[src/sv/fluid_cell_color_mapper_defines.svh]
// Assertion macros shared by the pipeline control and hue modules.
`ifndef FLUID_CELL_COLOR_MAPPER_DEFINES_SVH
`define FLUID_CELL_COLOR_MAPPER_DEFINES_SVH

`ifndef NO_ASSERTIONS
// Same-cycle implication, checked out of reset.
`define FCCM_ASSERT_IMPL(label, clk, rst_n, ante, cons) \
    label: assert property (@(posedge clk) disable iff (!rst_n) (ante) |-> (cons)) \
        else $error("fccm check failed");
// Next-cycle implication, checked out of reset.
`define FCCM_ASSERT_NEXT(label, clk, rst_n, ante, cons) \
    label: assert property (@(posedge clk) disable iff (!rst_n) (ante) |=> (cons)) \
        else $error("fccm check failed");
`else
`define FCCM_ASSERT_IMPL(label, clk, rst_n, ante, cons)
`define FCCM_ASSERT_NEXT(label, clk, rst_n, ante, cons)
`endif

`endif

[src/sv/fccm_pkg.sv]
// Types and constants of the fluid cell color mapper.
package fccm_pkg;

    // Pipeline depth and the place of each stage.
    localparam int NUM_STAGES = 9;
    localparam int ST_ABS     = 0;
    localparam int ST_QUOT    = 1;
    localparam int ST_HUE     = 2;
    localparam int ST_SECT    = 3;
    localparam int ST_CHAN    = 4;
    localparam int ST_PROD    = 5;
    localparam int ST_SCALE   = 6;
    localparam int ST_DIV     = 7;
    localparam int ST_OUT     = 8;

    // Field widths.
    localparam int DENS_W  = 24;
    localparam int VEL_W   = 24;
    localparam int CHAN_W  = 8;
    localparam int CFG_W   = 9;
    localparam int IDX_W   = 2;
    localparam int MAG_W   = 16;
    localparam int QUOT_W  = 7;
    localparam int HUE_W   = 9;
    localparam int REM_W   = 6;
    localparam int VPROD_W = 37;

    // Register indexes of the configuration port.
    localparam logic [IDX_W-1:0] REG_COLOR_MODE = 2'd0;
    localparam logic [IDX_W-1:0] REG_SATURATION = 2'd1;
    localparam logic [IDX_W-1:0] REG_VALUE      = 2'd2;

    // Arithmetic constants.
    localparam logic [15:0]       RECIP_360  = 16'd46604;   // ceil(2^24 / 360)
    localparam logic [14:0]       RECIP_60   = 15'd17477;   // ceil(2^20 / 60)
    localparam logic [HUE_W-1:0]  HUE_FULL   = 9'd360;
    localparam logic [REM_W-1:0]  HUE_SECT   = 6'd60;
    localparam logic [CFG_W-1:0]  FX_ONE     = 9'd256;
    localparam logic [14:0]       Q_FULL     = 15'd15360;   // 60 * 256
    localparam logic [CHAN_W-1:0] CHAN_MAX   = 8'd255;
    localparam logic signed [VPROD_W-1:0] VEL_GAIN = 37'sd2550;
    localparam logic signed [VPROD_W-1:0] VEL_BIAS = 37'sd133693440; // 127.5 * 2^20

    typedef enum logic [1:0] {
        MODE_ALPHA = 2'd0,
        MODE_HUE   = 2'd1,
        MODE_VEL   = 2'd2
    } t_color_mode;

    typedef enum logic [2:0] {
        SECT_0 = 3'd0,
        SECT_1 = 3'd1,
        SECT_2 = 3'd2,
        SECT_3 = 3'd3,
        SECT_4 = 3'd4,
        SECT_5 = 3'd5
    } t_sector;

    // Load enables and valid bits of every stage.
    typedef struct packed {
        logic [NUM_STAGES-1:0] en;
        logic [NUM_STAGES-1:0] vld;
    } t_pipe_ctl;

    // Per-item data that rides beside the hue path.
    typedef struct packed {
        logic [1:0]        mode;
        logic [CHAN_W-1:0] alpha;
        logic [CHAN_W-1:0] vel_r;
        logic [CHAN_W-1:0] vel_g;
    } t_side;

endpackage

[src/sv/fccm_pipe_ctrl.sv]
// Valid bits and per-stage load enables of the mapper pipeline.
`include "fluid_cell_color_mapper_defines.svh"

module fccm_pipe_ctrl import fccm_pkg::*; (
    input  logic      i_clk,
    input  logic      i_rst_n,
    input  logic      i_in_valid,
    output logic      o_in_ready,
    input  logic      i_out_ready,
    output t_pipe_ctl o_ctl
);

    logic [NUM_STAGES-1:0] r_vld;
    logic [NUM_STAGES-1:0] w_en;

    // A stage loads when it is empty or its content moves on.
    always_comb begin
        w_en[NUM_STAGES-1] = !r_vld[NUM_STAGES-1] || i_out_ready;
        for (int k = NUM_STAGES - 2; k >= 0; k--) begin
            w_en[k] = !r_vld[k] || w_en[k+1];
        end
    end

    // Valid bits advance with the data.
    always_ff @(posedge i_clk) begin
        if (!i_rst_n) begin
            r_vld <= '0;
        end else begin
            if (w_en[0]) begin
                r_vld[0] <= i_in_valid;
            end
            for (int k = 1; k < NUM_STAGES; k++) begin
                if (w_en[k]) begin
                    r_vld[k] <= r_vld[k-1];
                end
            end
        end
    end

    assign o_in_ready = w_en[0];
    assign o_ctl.en   = w_en;
    assign o_ctl.vld  = r_vld;

    `FCCM_ASSERT_NEXT(a_in_load, i_clk, i_rst_n, i_in_valid && o_in_ready, r_vld[0])
    `FCCM_ASSERT_NEXT(a_first_hold, i_clk, i_rst_n, !o_in_ready, r_vld[0])
    `FCCM_ASSERT_NEXT(a_last_hold, i_clk, i_rst_n, r_vld[NUM_STAGES-1] && !i_out_ready, r_vld[NUM_STAGES-1])

endmodule

[src/sv/fccm_hue.sv]
// Density to hue sector and remainder: magnitude, divide by 360, wrap, split by 60.
`include "fluid_cell_color_mapper_defines.svh"

module fccm_hue import fccm_pkg::*; (
    input  logic              i_clk,
    input  logic              i_rst_n,
    input  t_pipe_ctl         i_ctl,
    input  logic [DENS_W-1:0] i_density,
    output t_sector           o_sector,
    output logic [REM_W-1:0]  o_rem
);

    logic [MAG_W-1:0]  r_mag0;
    logic              r_neg0;
    logic [MAG_W-1:0]  r_mag1;
    logic              r_neg1;
    logic [QUOT_W-1:0] r_quot1;
    logic [HUE_W-1:0]  r_hue2;
    t_sector           r_sector3;
    logic [REM_W-1:0]  r_rem3;

    logic [DENS_W-1:0] w_abs;
    logic [31:0]       w_qprod;
    logic [MAG_W-1:0]  w_sub;
    logic [HUE_W-1:0]  w_mod;
    logic [HUE_W-1:0]  w_hue;
    t_sector           w_sector;
    logic [HUE_W-1:0]  w_base;
    logic [HUE_W-1:0]  w_rem_full;

    // Integer part of the magnitude; the sign is kept for the wrap.
    assign w_abs = i_density[DENS_W-1] ? (~i_density + 24'd1) : i_density;

    // Quotient by 360 through a reciprocal, exact for the whole magnitude range.
    assign w_qprod = 32'(r_mag0) * 32'(RECIP_360);

    // Remainder by 360, folded into 0..359 for negative densities.
    assign w_sub = r_mag1 - 16'(r_quot1) * 16'(HUE_FULL);
    assign w_mod = w_sub[HUE_W-1:0];
    assign w_hue = (r_neg1 && (w_mod != '0)) ? HUE_FULL - w_mod : w_mod;

    // Sector of 60 degrees and the offset within it.
    always_comb begin
        if (r_hue2 >= 9'd300) begin
            w_sector = SECT_5;
            w_base   = 9'd300;
        end else if (r_hue2 >= 9'd240) begin
            w_sector = SECT_4;
            w_base   = 9'd240;
        end else if (r_hue2 >= 9'd180) begin
            w_sector = SECT_3;
            w_base   = 9'd180;
        end else if (r_hue2 >= 9'd120) begin
            w_sector = SECT_2;
            w_base   = 9'd120;
        end else if (r_hue2 >= 9'd60) begin
            w_sector = SECT_1;
            w_base   = 9'd60;
        end else begin
            w_sector = SECT_0;
            w_base   = 9'd0;
        end
    end
    assign w_rem_full = r_hue2 - w_base;

    // Stage registers.
    always_ff @(posedge i_clk) begin
        if (i_ctl.en[ST_ABS]) begin
            r_mag0 <= w_abs[DENS_W-1:8];
            r_neg0 <= i_density[DENS_W-1];
        end
        if (i_ctl.en[ST_QUOT]) begin
            r_mag1  <= r_mag0;
            r_neg1  <= r_neg0;
            r_quot1 <= w_qprod[30:24];
        end
        if (i_ctl.en[ST_HUE]) begin
            r_hue2 <= w_hue;
        end
        if (i_ctl.en[ST_SECT]) begin
            r_sector3 <= w_sector;
            r_rem3    <= w_rem_full[REM_W-1:0];
        end
    end

    assign o_sector = r_sector3;
    assign o_rem    = r_rem3;

    `FCCM_ASSERT_IMPL(a_quot_low, i_clk, i_rst_n, i_ctl.vld[ST_QUOT], (17'(r_quot1) * 17'd360) <= 17'(r_mag1))
    `FCCM_ASSERT_IMPL(a_quot_high, i_clk, i_rst_n, i_ctl.vld[ST_QUOT], 17'(r_mag1) < (17'(r_quot1) * 17'd360 + 17'd360))
    `FCCM_ASSERT_IMPL(a_hue_range, i_clk, i_rst_n, i_ctl.vld[ST_HUE], r_hue2 < HUE_FULL)
    `FCCM_ASSERT_IMPL(a_rem_range, i_clk, i_rst_n, i_ctl.vld[ST_SECT], r_rem3 < HUE_SECT)

endmodule

[src/sv/fccm_shade.sv]
// HSV channel values from sector and remainder, four multiply stages and a sector select.
module fccm_shade import fccm_pkg::*; (
    input  logic              i_clk,
    input  t_pipe_ctl         i_ctl,
    input  t_sector           i_sector,
    input  logic [REM_W-1:0]  i_rem,
    input  logic [CFG_W-1:0]  i_saturation,
    input  logic [CFG_W-1:0]  i_value,
    output logic [CHAN_W-1:0] o_red,
    output logic [CHAN_W-1:0] o_green,
    output logic [CHAN_W-1:0] o_blue
);

    logic [CFG_W-1:0]  w_s;
    logic [CFG_W-1:0]  w_v;
    logic [14:0]       w_sq;
    logic [14:0]       w_st;
    logic [14:0]       w_aq;
    logic [14:0]       w_at;
    logic [16:0]       w_vv;
    logic [16:0]       w_pn;
    logic [24:0]       w_pprod;
    logic [29:0]       w_zq;
    logic [29:0]       w_zt;
    logic [27:0]       w_dq;
    logic [27:0]       w_dt;

    t_sector           r_sect4, r_sect5, r_sect6, r_sect7;
    logic [CHAN_W-1:0] r_vv4, r_vv5, r_vv6, r_vv7;
    logic [13:0]       r_aq4, r_at4;
    logic [16:0]       r_pn4;
    logic [21:0]       r_yq5, r_yt5;
    logic [CHAN_W-1:0] r_p5, r_p6, r_p7;
    logic [13:0]       r_zq6, r_zt6;
    logic [CHAN_W-1:0] r_q7, r_t7;

    // Saturation and value above 1.0 count as 1.0.
    assign w_s = (i_saturation > FX_ONE) ? FX_ONE : i_saturation;
    assign w_v = (i_value > FX_ONE) ? FX_ONE : i_value;

    // Falling and rising ramps before scaling by value; full value and the floor term.
    assign w_sq = 15'(w_s) * 15'(i_rem);
    assign w_st = 15'(w_s) * 15'(HUE_SECT - i_rem);
    assign w_aq = Q_FULL - w_sq;
    assign w_at = Q_FULL - w_st;
    assign w_vv = 17'(w_v) * 17'(CHAN_MAX);
    assign w_pn = 17'(w_v) * 17'(FX_ONE - w_s);

    // Floor term scaled to 0..255.
    assign w_pprod = 25'(r_pn4) * 25'(CHAN_MAX);

    // Ramps scaled by 255 and reduced by 2^16.
    assign w_zq = 30'(r_yq5) * 30'(CHAN_MAX);
    assign w_zt = 30'(r_yt5) * 30'(CHAN_MAX);

    // Final divide by 60 through a reciprocal.
    assign w_dq = 28'(r_zq6) * 28'(RECIP_60);
    assign w_dt = 28'(r_zt6) * 28'(RECIP_60);

    // Stage registers.
    always_ff @(posedge i_clk) begin
        if (i_ctl.en[ST_CHAN]) begin
            r_sect4 <= i_sector;
            r_aq4   <= w_aq[13:0];
            r_at4   <= w_at[13:0];
            r_vv4   <= w_vv[15:8];
            r_pn4   <= w_pn;
        end
        if (i_ctl.en[ST_PROD]) begin
            r_sect5 <= r_sect4;
            r_vv5   <= r_vv4;
            r_yq5   <= 22'(w_v) * 22'(r_aq4);
            r_yt5   <= 22'(w_v) * 22'(r_at4);
            r_p5    <= w_pprod[23:16];
        end
        if (i_ctl.en[ST_SCALE]) begin
            r_sect6 <= r_sect5;
            r_vv6   <= r_vv5;
            r_p6    <= r_p5;
            r_zq6   <= w_zq[29:16];
            r_zt6   <= w_zt[29:16];
        end
        if (i_ctl.en[ST_DIV]) begin
            r_sect7 <= r_sect6;
            r_vv7   <= r_vv6;
            r_p7    <= r_p6;
            r_q7    <= w_dq[27:20];
            r_t7    <= w_dt[27:20];
        end
    end

    // Channel order by sector.
    always_comb begin
        unique case (r_sect7)
            SECT_1: begin
                o_red = r_q7;  o_green = r_vv7; o_blue = r_p7;
            end
            SECT_2: begin
                o_red = r_p7;  o_green = r_vv7; o_blue = r_t7;
            end
            SECT_3: begin
                o_red = r_p7;  o_green = r_q7;  o_blue = r_vv7;
            end
            SECT_4: begin
                o_red = r_t7;  o_green = r_p7;  o_blue = r_vv7;
            end
            SECT_5: begin
                o_red = r_vv7; o_green = r_p7;  o_blue = r_q7;
            end
            default: begin
                o_red = r_vv7; o_green = r_t7;  o_blue = r_p7;
            end
        endcase
    end

endmodule

[src/sv/fluid_cell_color_mapper.sv]
// Top level of the fluid cell color mapper: registers, side path and output stage.
//
//  Channel   Direction  Handshake                     Payload
//  s_axis    in         i_s_axis_tvalid/o_s_axis_tready  density, x_velocity, y_velocity
//  m_axis    out        o_m_axis_tvalid/i_m_axis_tready  red, green, blue, alpha
//  cfg       in         i_cfg_valid/o_cfg_ready          register index, write data
//
// One cell enters per clock unless a receiver stall has filled the pipeline; pixels leave in order.
// The pipeline depth is set by the HSV path: reciprocal divide by 360, wrap, sector split and
// four multiply stages for the channel values.
// Every stage takes new data when it is empty or its content moves on, so bubbles close up
// under a stall and nothing is dropped or repeated.
// Synchronous active-low reset clears the valid bits and loads the register defaults.

module fluid_cell_color_mapper import fccm_pkg::*; (
    input  logic              i_clk,
    input  logic              i_rst_n,
    input  logic              i_s_axis_tvalid,
    output logic              o_s_axis_tready,
    input  logic [71:0]       i_s_axis_tdata,   // density[23:0], x_velocity[47:24], y_velocity[71:48]
    output logic              o_m_axis_tvalid,
    input  logic              i_m_axis_tready,
    output logic [31:0]       o_m_axis_tdata,   // red[7:0], green[15:8], blue[23:16], alpha[31:24]
    input  logic              i_cfg_valid,
    output logic              o_cfg_ready,
    input  logic [IDX_W-1:0]  i_cfg_index,
    input  logic [CFG_W-1:0]  i_cfg_data
);

    logic [1:0]        r_color_mode;
    logic [CFG_W-1:0]  r_saturation;
    logic [CFG_W-1:0]  r_value;

    t_pipe_ctl         w_ctl;
    t_sector           w_sector;
    logic [REM_W-1:0]  w_rem;
    logic [CHAN_W-1:0] w_hsv_r, w_hsv_g, w_hsv_b;

    logic [DENS_W-1:0]         w_dens;
    logic signed [VEL_W-1:0]   w_vx;
    logic signed [VEL_W-1:0]   w_vy;
    logic [CHAN_W-1:0]         w_alpha;

    logic [1:0]                r_mode0;
    logic [CHAN_W-1:0]         r_alpha0;
    logic signed [VPROD_W-1:0] r_px0;
    logic signed [VPROD_W-1:0] r_py0;
    t_side                     r_side [ST_QUOT:ST_DIV];
    logic [31:0]               r_pix;

    // Velocity product to a channel byte: bias to mid scale, drop 20 fraction bits, clamp.
    function automatic logic [CHAN_W-1:0] vel_byte(input logic signed [VPROD_W-1:0] prod);
        logic signed [VPROD_W-1:0] num;
        logic [CHAN_W-1:0]         res;
        num = prod + VEL_BIAS;
        if (num[VPROD_W-1] || (num == '0)) begin
            res = '0;
        end else if (num[35:28] != '0) begin
            res = CHAN_MAX;
        end else begin
            res = num[27:20];
        end
        return res;
    endfunction

    // Configuration registers; unknown indexes are dropped.
    assign o_cfg_ready = 1'b1;
    always_ff @(posedge i_clk) begin
        if (!i_rst_n) begin
            r_color_mode <= MODE_ALPHA;
            r_saturation <= FX_ONE;
            r_value      <= FX_ONE;
        end else if (i_cfg_valid) begin
            unique case (i_cfg_index)
                REG_COLOR_MODE: r_color_mode <= i_cfg_data[1:0];
                REG_SATURATION: r_saturation <= i_cfg_data;
                REG_VALUE:      r_value      <= i_cfg_data;
                default: ;
            endcase
        end
    end

    fccm_pipe_ctrl u_ctrl (
        .i_clk       (i_clk),
        .i_rst_n     (i_rst_n),
        .i_in_valid  (i_s_axis_tvalid),
        .o_in_ready  (o_s_axis_tready),
        .i_out_ready (i_m_axis_tready),
        .o_ctl       (w_ctl)
    );

    assign w_dens = i_s_axis_tdata[23:0];
    assign w_vx   = i_s_axis_tdata[47:24];
    assign w_vy   = i_s_axis_tdata[71:48];

    fccm_hue u_hue (
        .i_clk     (i_clk),
        .i_rst_n   (i_rst_n),
        .i_ctl     (w_ctl),
        .i_density (w_dens),
        .o_sector  (w_sector),
        .o_rem     (w_rem)
    );

    fccm_shade u_shade (
        .i_clk        (i_clk),
        .i_ctl        (w_ctl),
        .i_sector     (w_sector),
        .i_rem        (w_rem),
        .i_saturation (r_saturation),
        .i_value      (r_value),
        .o_red        (w_hsv_r),
        .o_green      (w_hsv_g),
        .o_blue       (w_hsv_b)
    );

    // Opacity from density: zero at or below zero, saturating at 255.
    always_comb begin
        if (w_dens[DENS_W-1]) begin
            w_alpha = '0;
        end else if (w_dens[22:16] != '0) begin
            w_alpha = CHAN_MAX;
        end else begin
            w_alpha = w_dens[15:8];
        end
    end

    // Side path: mode, opacity and velocity bytes travel beside the hue stages.
    always_ff @(posedge i_clk) begin
        if (w_ctl.en[ST_ABS]) begin
            r_mode0  <= r_color_mode;
            r_alpha0 <= w_alpha;
            r_px0    <= VPROD_W'(w_vx) * VEL_GAIN;
            r_py0    <= VPROD_W'(w_vy) * VEL_GAIN;
        end
        if (w_ctl.en[ST_QUOT]) begin
            r_side[ST_QUOT].mode  <= r_mode0;
            r_side[ST_QUOT].alpha <= r_alpha0;
            r_side[ST_QUOT].vel_r <= vel_byte(r_px0);
            r_side[ST_QUOT].vel_g <= vel_byte(r_py0);
        end
        for (int k = ST_HUE; k <= ST_DIV; k++) begin
            if (w_ctl.en[k]) begin
                r_side[k] <= r_side[k-1];
            end
        end
    end

    // Output register: pick the pixel for the item's mode.
    always_ff @(posedge i_clk) begin
        if (w_ctl.en[ST_OUT]) begin
            case (r_side[ST_DIV].mode)
                MODE_HUE: r_pix <= {CHAN_MAX, w_hsv_b, w_hsv_g, w_hsv_r};
                MODE_VEL: r_pix <= {CHAN_MAX, CHAN_MAX, r_side[ST_DIV].vel_g,
                                    r_side[ST_DIV].vel_r};
                default:  r_pix <= {r_side[ST_DIV].alpha, CHAN_MAX, CHAN_MAX, CHAN_MAX};
            endcase
        end
    end

    assign o_m_axis_tvalid = w_ctl.vld[ST_OUT];
    assign o_m_axis_tdata  = r_pix;

endmodule

[config.mk]
export PLATFORM = sky130hd
export DESIGN_NAME = fluid_cell_color_mapper
export DESIGN_NICKNAME = d
export VERILOG_FILES = /design/src/sv/fccm_pkg.sv /design/src/sv/fccm_pipe_ctrl.sv /design/src/sv/fccm_hue.sv /design/src/sv/fccm_shade.sv /design/src/sv/fluid_cell_color_mapper.sv
export VERILOG_INCLUDE_DIRS = /design/src /design/src/sv
export SDC_FILE = /design/constraint.sdc
export NUM_CORES = 2
export LEC_CHECK = 0
export ABC_AREA = 1
export CELL_PAD_IN_SITES_DETAIL_PLACEMENT = 1
export CELL_PAD_IN_SITES_GLOBAL_PLACEMENT = 2
export CORE_MARGIN = 1
export CORE_UTILIZATION = 43
export DETAILED_ROUTE_END_ITERATION = 12
export DONT_BUFFER_PORTS = 1
export HOLD_SLACK_MARGIN = 0.12
export PLACE_DENSITY_LB_ADDON = 0.1
export SLEW_MARGIN = 20
export SYNTH_ARGS = -nofsm -noshare
export SYNTH_HDL_FRONTEND = slang
export SYNTH_HIERARCHICAL = 1
export SYNTH_SLANG_ARGS = --single-unit
[constraint.sdc]
create_clock -name i_clk -period 8.6 [get_ports i_clk]
set_input_delay 1.72 -clock i_clk [delete_from_list [all_inputs] [get_ports i_clk]]
set_output_delay 1.72 -clock i_clk [all_outputs]
set_load 0.02 [all_outputs]
==> flow_summary.ini <==
[timing]
drv_slew = 0
relSlewSlack_pct = 30.7
setup_tns_ns = 0
finalCritPeriodShare_pct = 78.4
finalHoldViolCount = 0
worstMarginPinSlew_ns = 1.04
fin_worst_skew_ns = 0.0508
fmax_mhz = 148
rsz0062_at_grt = false
finalSetupViolations = 0
layout_min_cycle_time_ns = 6.74
holdWs_ns = 0.409

[synthesis]
syn_inst = 7673
synth_area_um2 = 70400
synth.avg_cell_area_um2 = 9.18
synthSimpleGateAreaFrac_pct = 14.4
ys.flop_type = edfxtp_1
synth_edf_count = 546
synth-adder-area-share_pct = 42.8
synthXorXnorAreaFrac_pct = 2.61
synth.area.mux_share_pct = 0
synth_top_cell_by_area = fa_1
seq_area_frac_synth_pct = 24.1
async_flop_share_pct = 0
synthTopCellsByArea = fa_1 (27%), edfxtp_1 (23%), ha_1 (15%), inv_1 (10%), nand2_1 (7.0%)
synth_top_family_by_area = adder cells
synth_seq_cells = 575
synth_compound_area_share_pct = 5.38
synth.distinct_cells = 60
synth.top_cell.area_share_pct = 27.4
ys_warn_count = 6

[cts]
clockBufferDepth = 3
cts-root-buf = clkbuf_16
hold_buffers = 0
clock_sink_count = 575
cts.reportedPaths.clkPinSlew_ns = 0.06
insertion_delay_ns = 0.68
cts_buffers = 69
post-cts-setup-buffers = 0
cts_tree = done
cts_repair_resize_count = 0
cts_max_level = 3

[place]
port_buffers = 0
post-dp-hpwl_um = 153000
globalplace.congestion = 0.854

[global_routing]
antenna_found_initial = 2
grt_first_pass_wirelength_um = 296000
grt_pass1_vias = 55891
grt_max_degree = 64
grt_use_total_pct = 22.5
grt_overflow = 0

[setup_path]
worst_ep_required_time_ns = 9.02
setup.worst_path.start = r_saturation[0]
end_kind = flop
critPathArrivalTime_ns = 7.16
cp_max_fo = 19
rr_startpoint = r_saturation[0]
crit_type = reg2reg
setup.worst_path.start_class = flop

[finish]
nets = 9614
ff_latch_area_um2 = 17000
drive_above_1_share_pct = 3.47
antennaDiodeCount = 0
multiInputGateArea_um2 = 46000
fillerInstances = 18873
syn_to_final_growth_pct = 7.22

[routing]
vias_per_cell = 4.99
wirelength_um = 178000
firstDrtPassIters = 5
drtIter0Drc = 1674
vias = 49516
ant_nets = 0
routedWlPerCell_um = 18.0
drc = 0

[floorplanning]
core_um2 = 163000
core.rowCount = 148
die_w_um = 407
io_pins = 123
dieArea_um2 = 165000
start_util_pct = 43.3
fp.dieH_um = 407

[run_status]
status = finished clean

[worst_hold_path]
min_from = u_shade/r_p5[4]
hp-class = reg2reg

[job]
max_cap_violations = 0
[layout make-up]
| cell class | instances | area share (%) |
|---|---|---|
| sequential | 575 | 22.5 |
| clock inverter | 48 | 0.888 |
| timing repair buffer | 21 | 0.209 |
| tap | 2175 | 3.60 |
| inverter | 1913 | 9.52 |
| clock buffer | 79 | 2.39 |
| multi-input combinational | 5115 | 60.9 |
[per-stage QoR]
stage | instances | util [%] | setup WS [ns] | area [um2]
floorplan | 7680 | - | 2.60 | 70400
global placement | 9799 | 44.9 | 1.94 | 73000
detailed placement | 9799 | 44.9 | 1.86 | 73000
CTS | 9926 | 46.4 | 1.81 | 75500
global route | 9926 | 46.4 | 1.24 | 75500
finish | 9926 | 46.4 | 1.86 | 75500
[layout by cell type, fill, tap and decap left out, types with 27 or more instances in the layout]
master     instances
a21o_1            36
a21oi_1          306
clkbuf_16         69
dfxtp_1           28
edfxtp_1         546
fa_1             962
ha_1             869
inv_1           1882
nand2_1         1312
nand3_1          233
nand4_1           81
nor2_1           539
nor2_2            28
nor3_1            70
o21ai_0          200
o21bai_1          27
xnor2_1           56
xor2_1           154
[metal layers]
metal	vias to the layer above	wire length [um]	global-route usage (%)	part of all wire [%]
met2	497	91300	41.0	51
met1	24886	78700	28.5	44
met4	4	3080	4.66	1.7
met3	163	5130	2.55	2.9
met5	-	21	0	0.012
li1	23966	-	-	-
[worst max-delay path, cell delays in order (launching register included)]
cell	delay [ns]
dfxtp_1	0.32
inv_1	0.04
nor2_1	0.29
clkinv_1	0.59
ha_1	0.47
nand2_1	0.09
nor2_1	0.09
nand3_1	0.12
xor2_1	0.38
nand2_1	0.15
fa_1	0.54
fa_1	0.50
inv_1	0.06
fa_1	0.50
fa_1	0.54
inv_1	0.05
fa_1	0.53
inv_1	0.04
ha_1	0.34
a21oi_1	0.18
nor2_1	0.06
nor2_1	0.14
nor2_1	0.06
nor2_1	0.08
o21ai_0	0.12
nand3_1	0.12
nand2_1	0.07
[state kept, by name, summed over array words and instances (netlist names), 9 cells and up]
| register | count |
|---|---|
| u_hue/r_hue2 | 9 |
| u_shade/r_aq4 | 14 |
| r_value | 9 |
| u_shade/r_zq6 | 14 |
| u_shade/r_yt5 | 21 |
| u_shade/r_at4 | 13 |
| u_hue/r_mag0 | 16 |
| r_py0 | 36 |
| u_hue/r_mag1 | 9 |
| u_shade/r_zt6 | 14 |
| r_saturation | 9 |
| r_side | 182 |
| r_px0 | 36 |
| u_ctrl/r_vld | 9 |
| u_shade/r_yq5 | 22 |
| o_m_axis_tdata | 32 |
| u_shade/r_pn4 | 17 |
[synth_stat cells (70+ instances only)]
library cell,n
nor2_1,543
inv_1,1883
a21oi_1,306
nor3_1,70
nand2_1,1314
nand4_1,81
xor2_1,154
ha_1,869
nand3_1,233
edfxtp_1,546
fa_1,962
o21ai_0,200
[cells by family (layout without fill, tap and decap cells)]
family / after synthesis / count (layout)
AO/OA/AOI/OAI: 673 / 673
XOR/XNOR: 210 / 210
adder cells (fa/ha/maj): 1831 / 1831
buffers and inverters: 1990 / 2061
flip-flops: 575 / 575
other: 3 / 10
AND/OR/NAND/NOR: 2391 / 2391
[worst paths after layout]
check / slack, ns / endpoint / cells after the start
hold reg to reg: 0.41 / u_shade/r_p6[4] / 0
hold / removal: 0.41 / u_shade/r_p6[4] / 0
setup reg to reg: 1.86 / u_shade/r_pn4[16] / 26
setup / recovery: 1.86 / u_shade/r_pn4[16] / 26
Power is left out: the tool's default activity adds up to more than one toggle a clock period on the data nets, which glitch-free logic cannot reach.
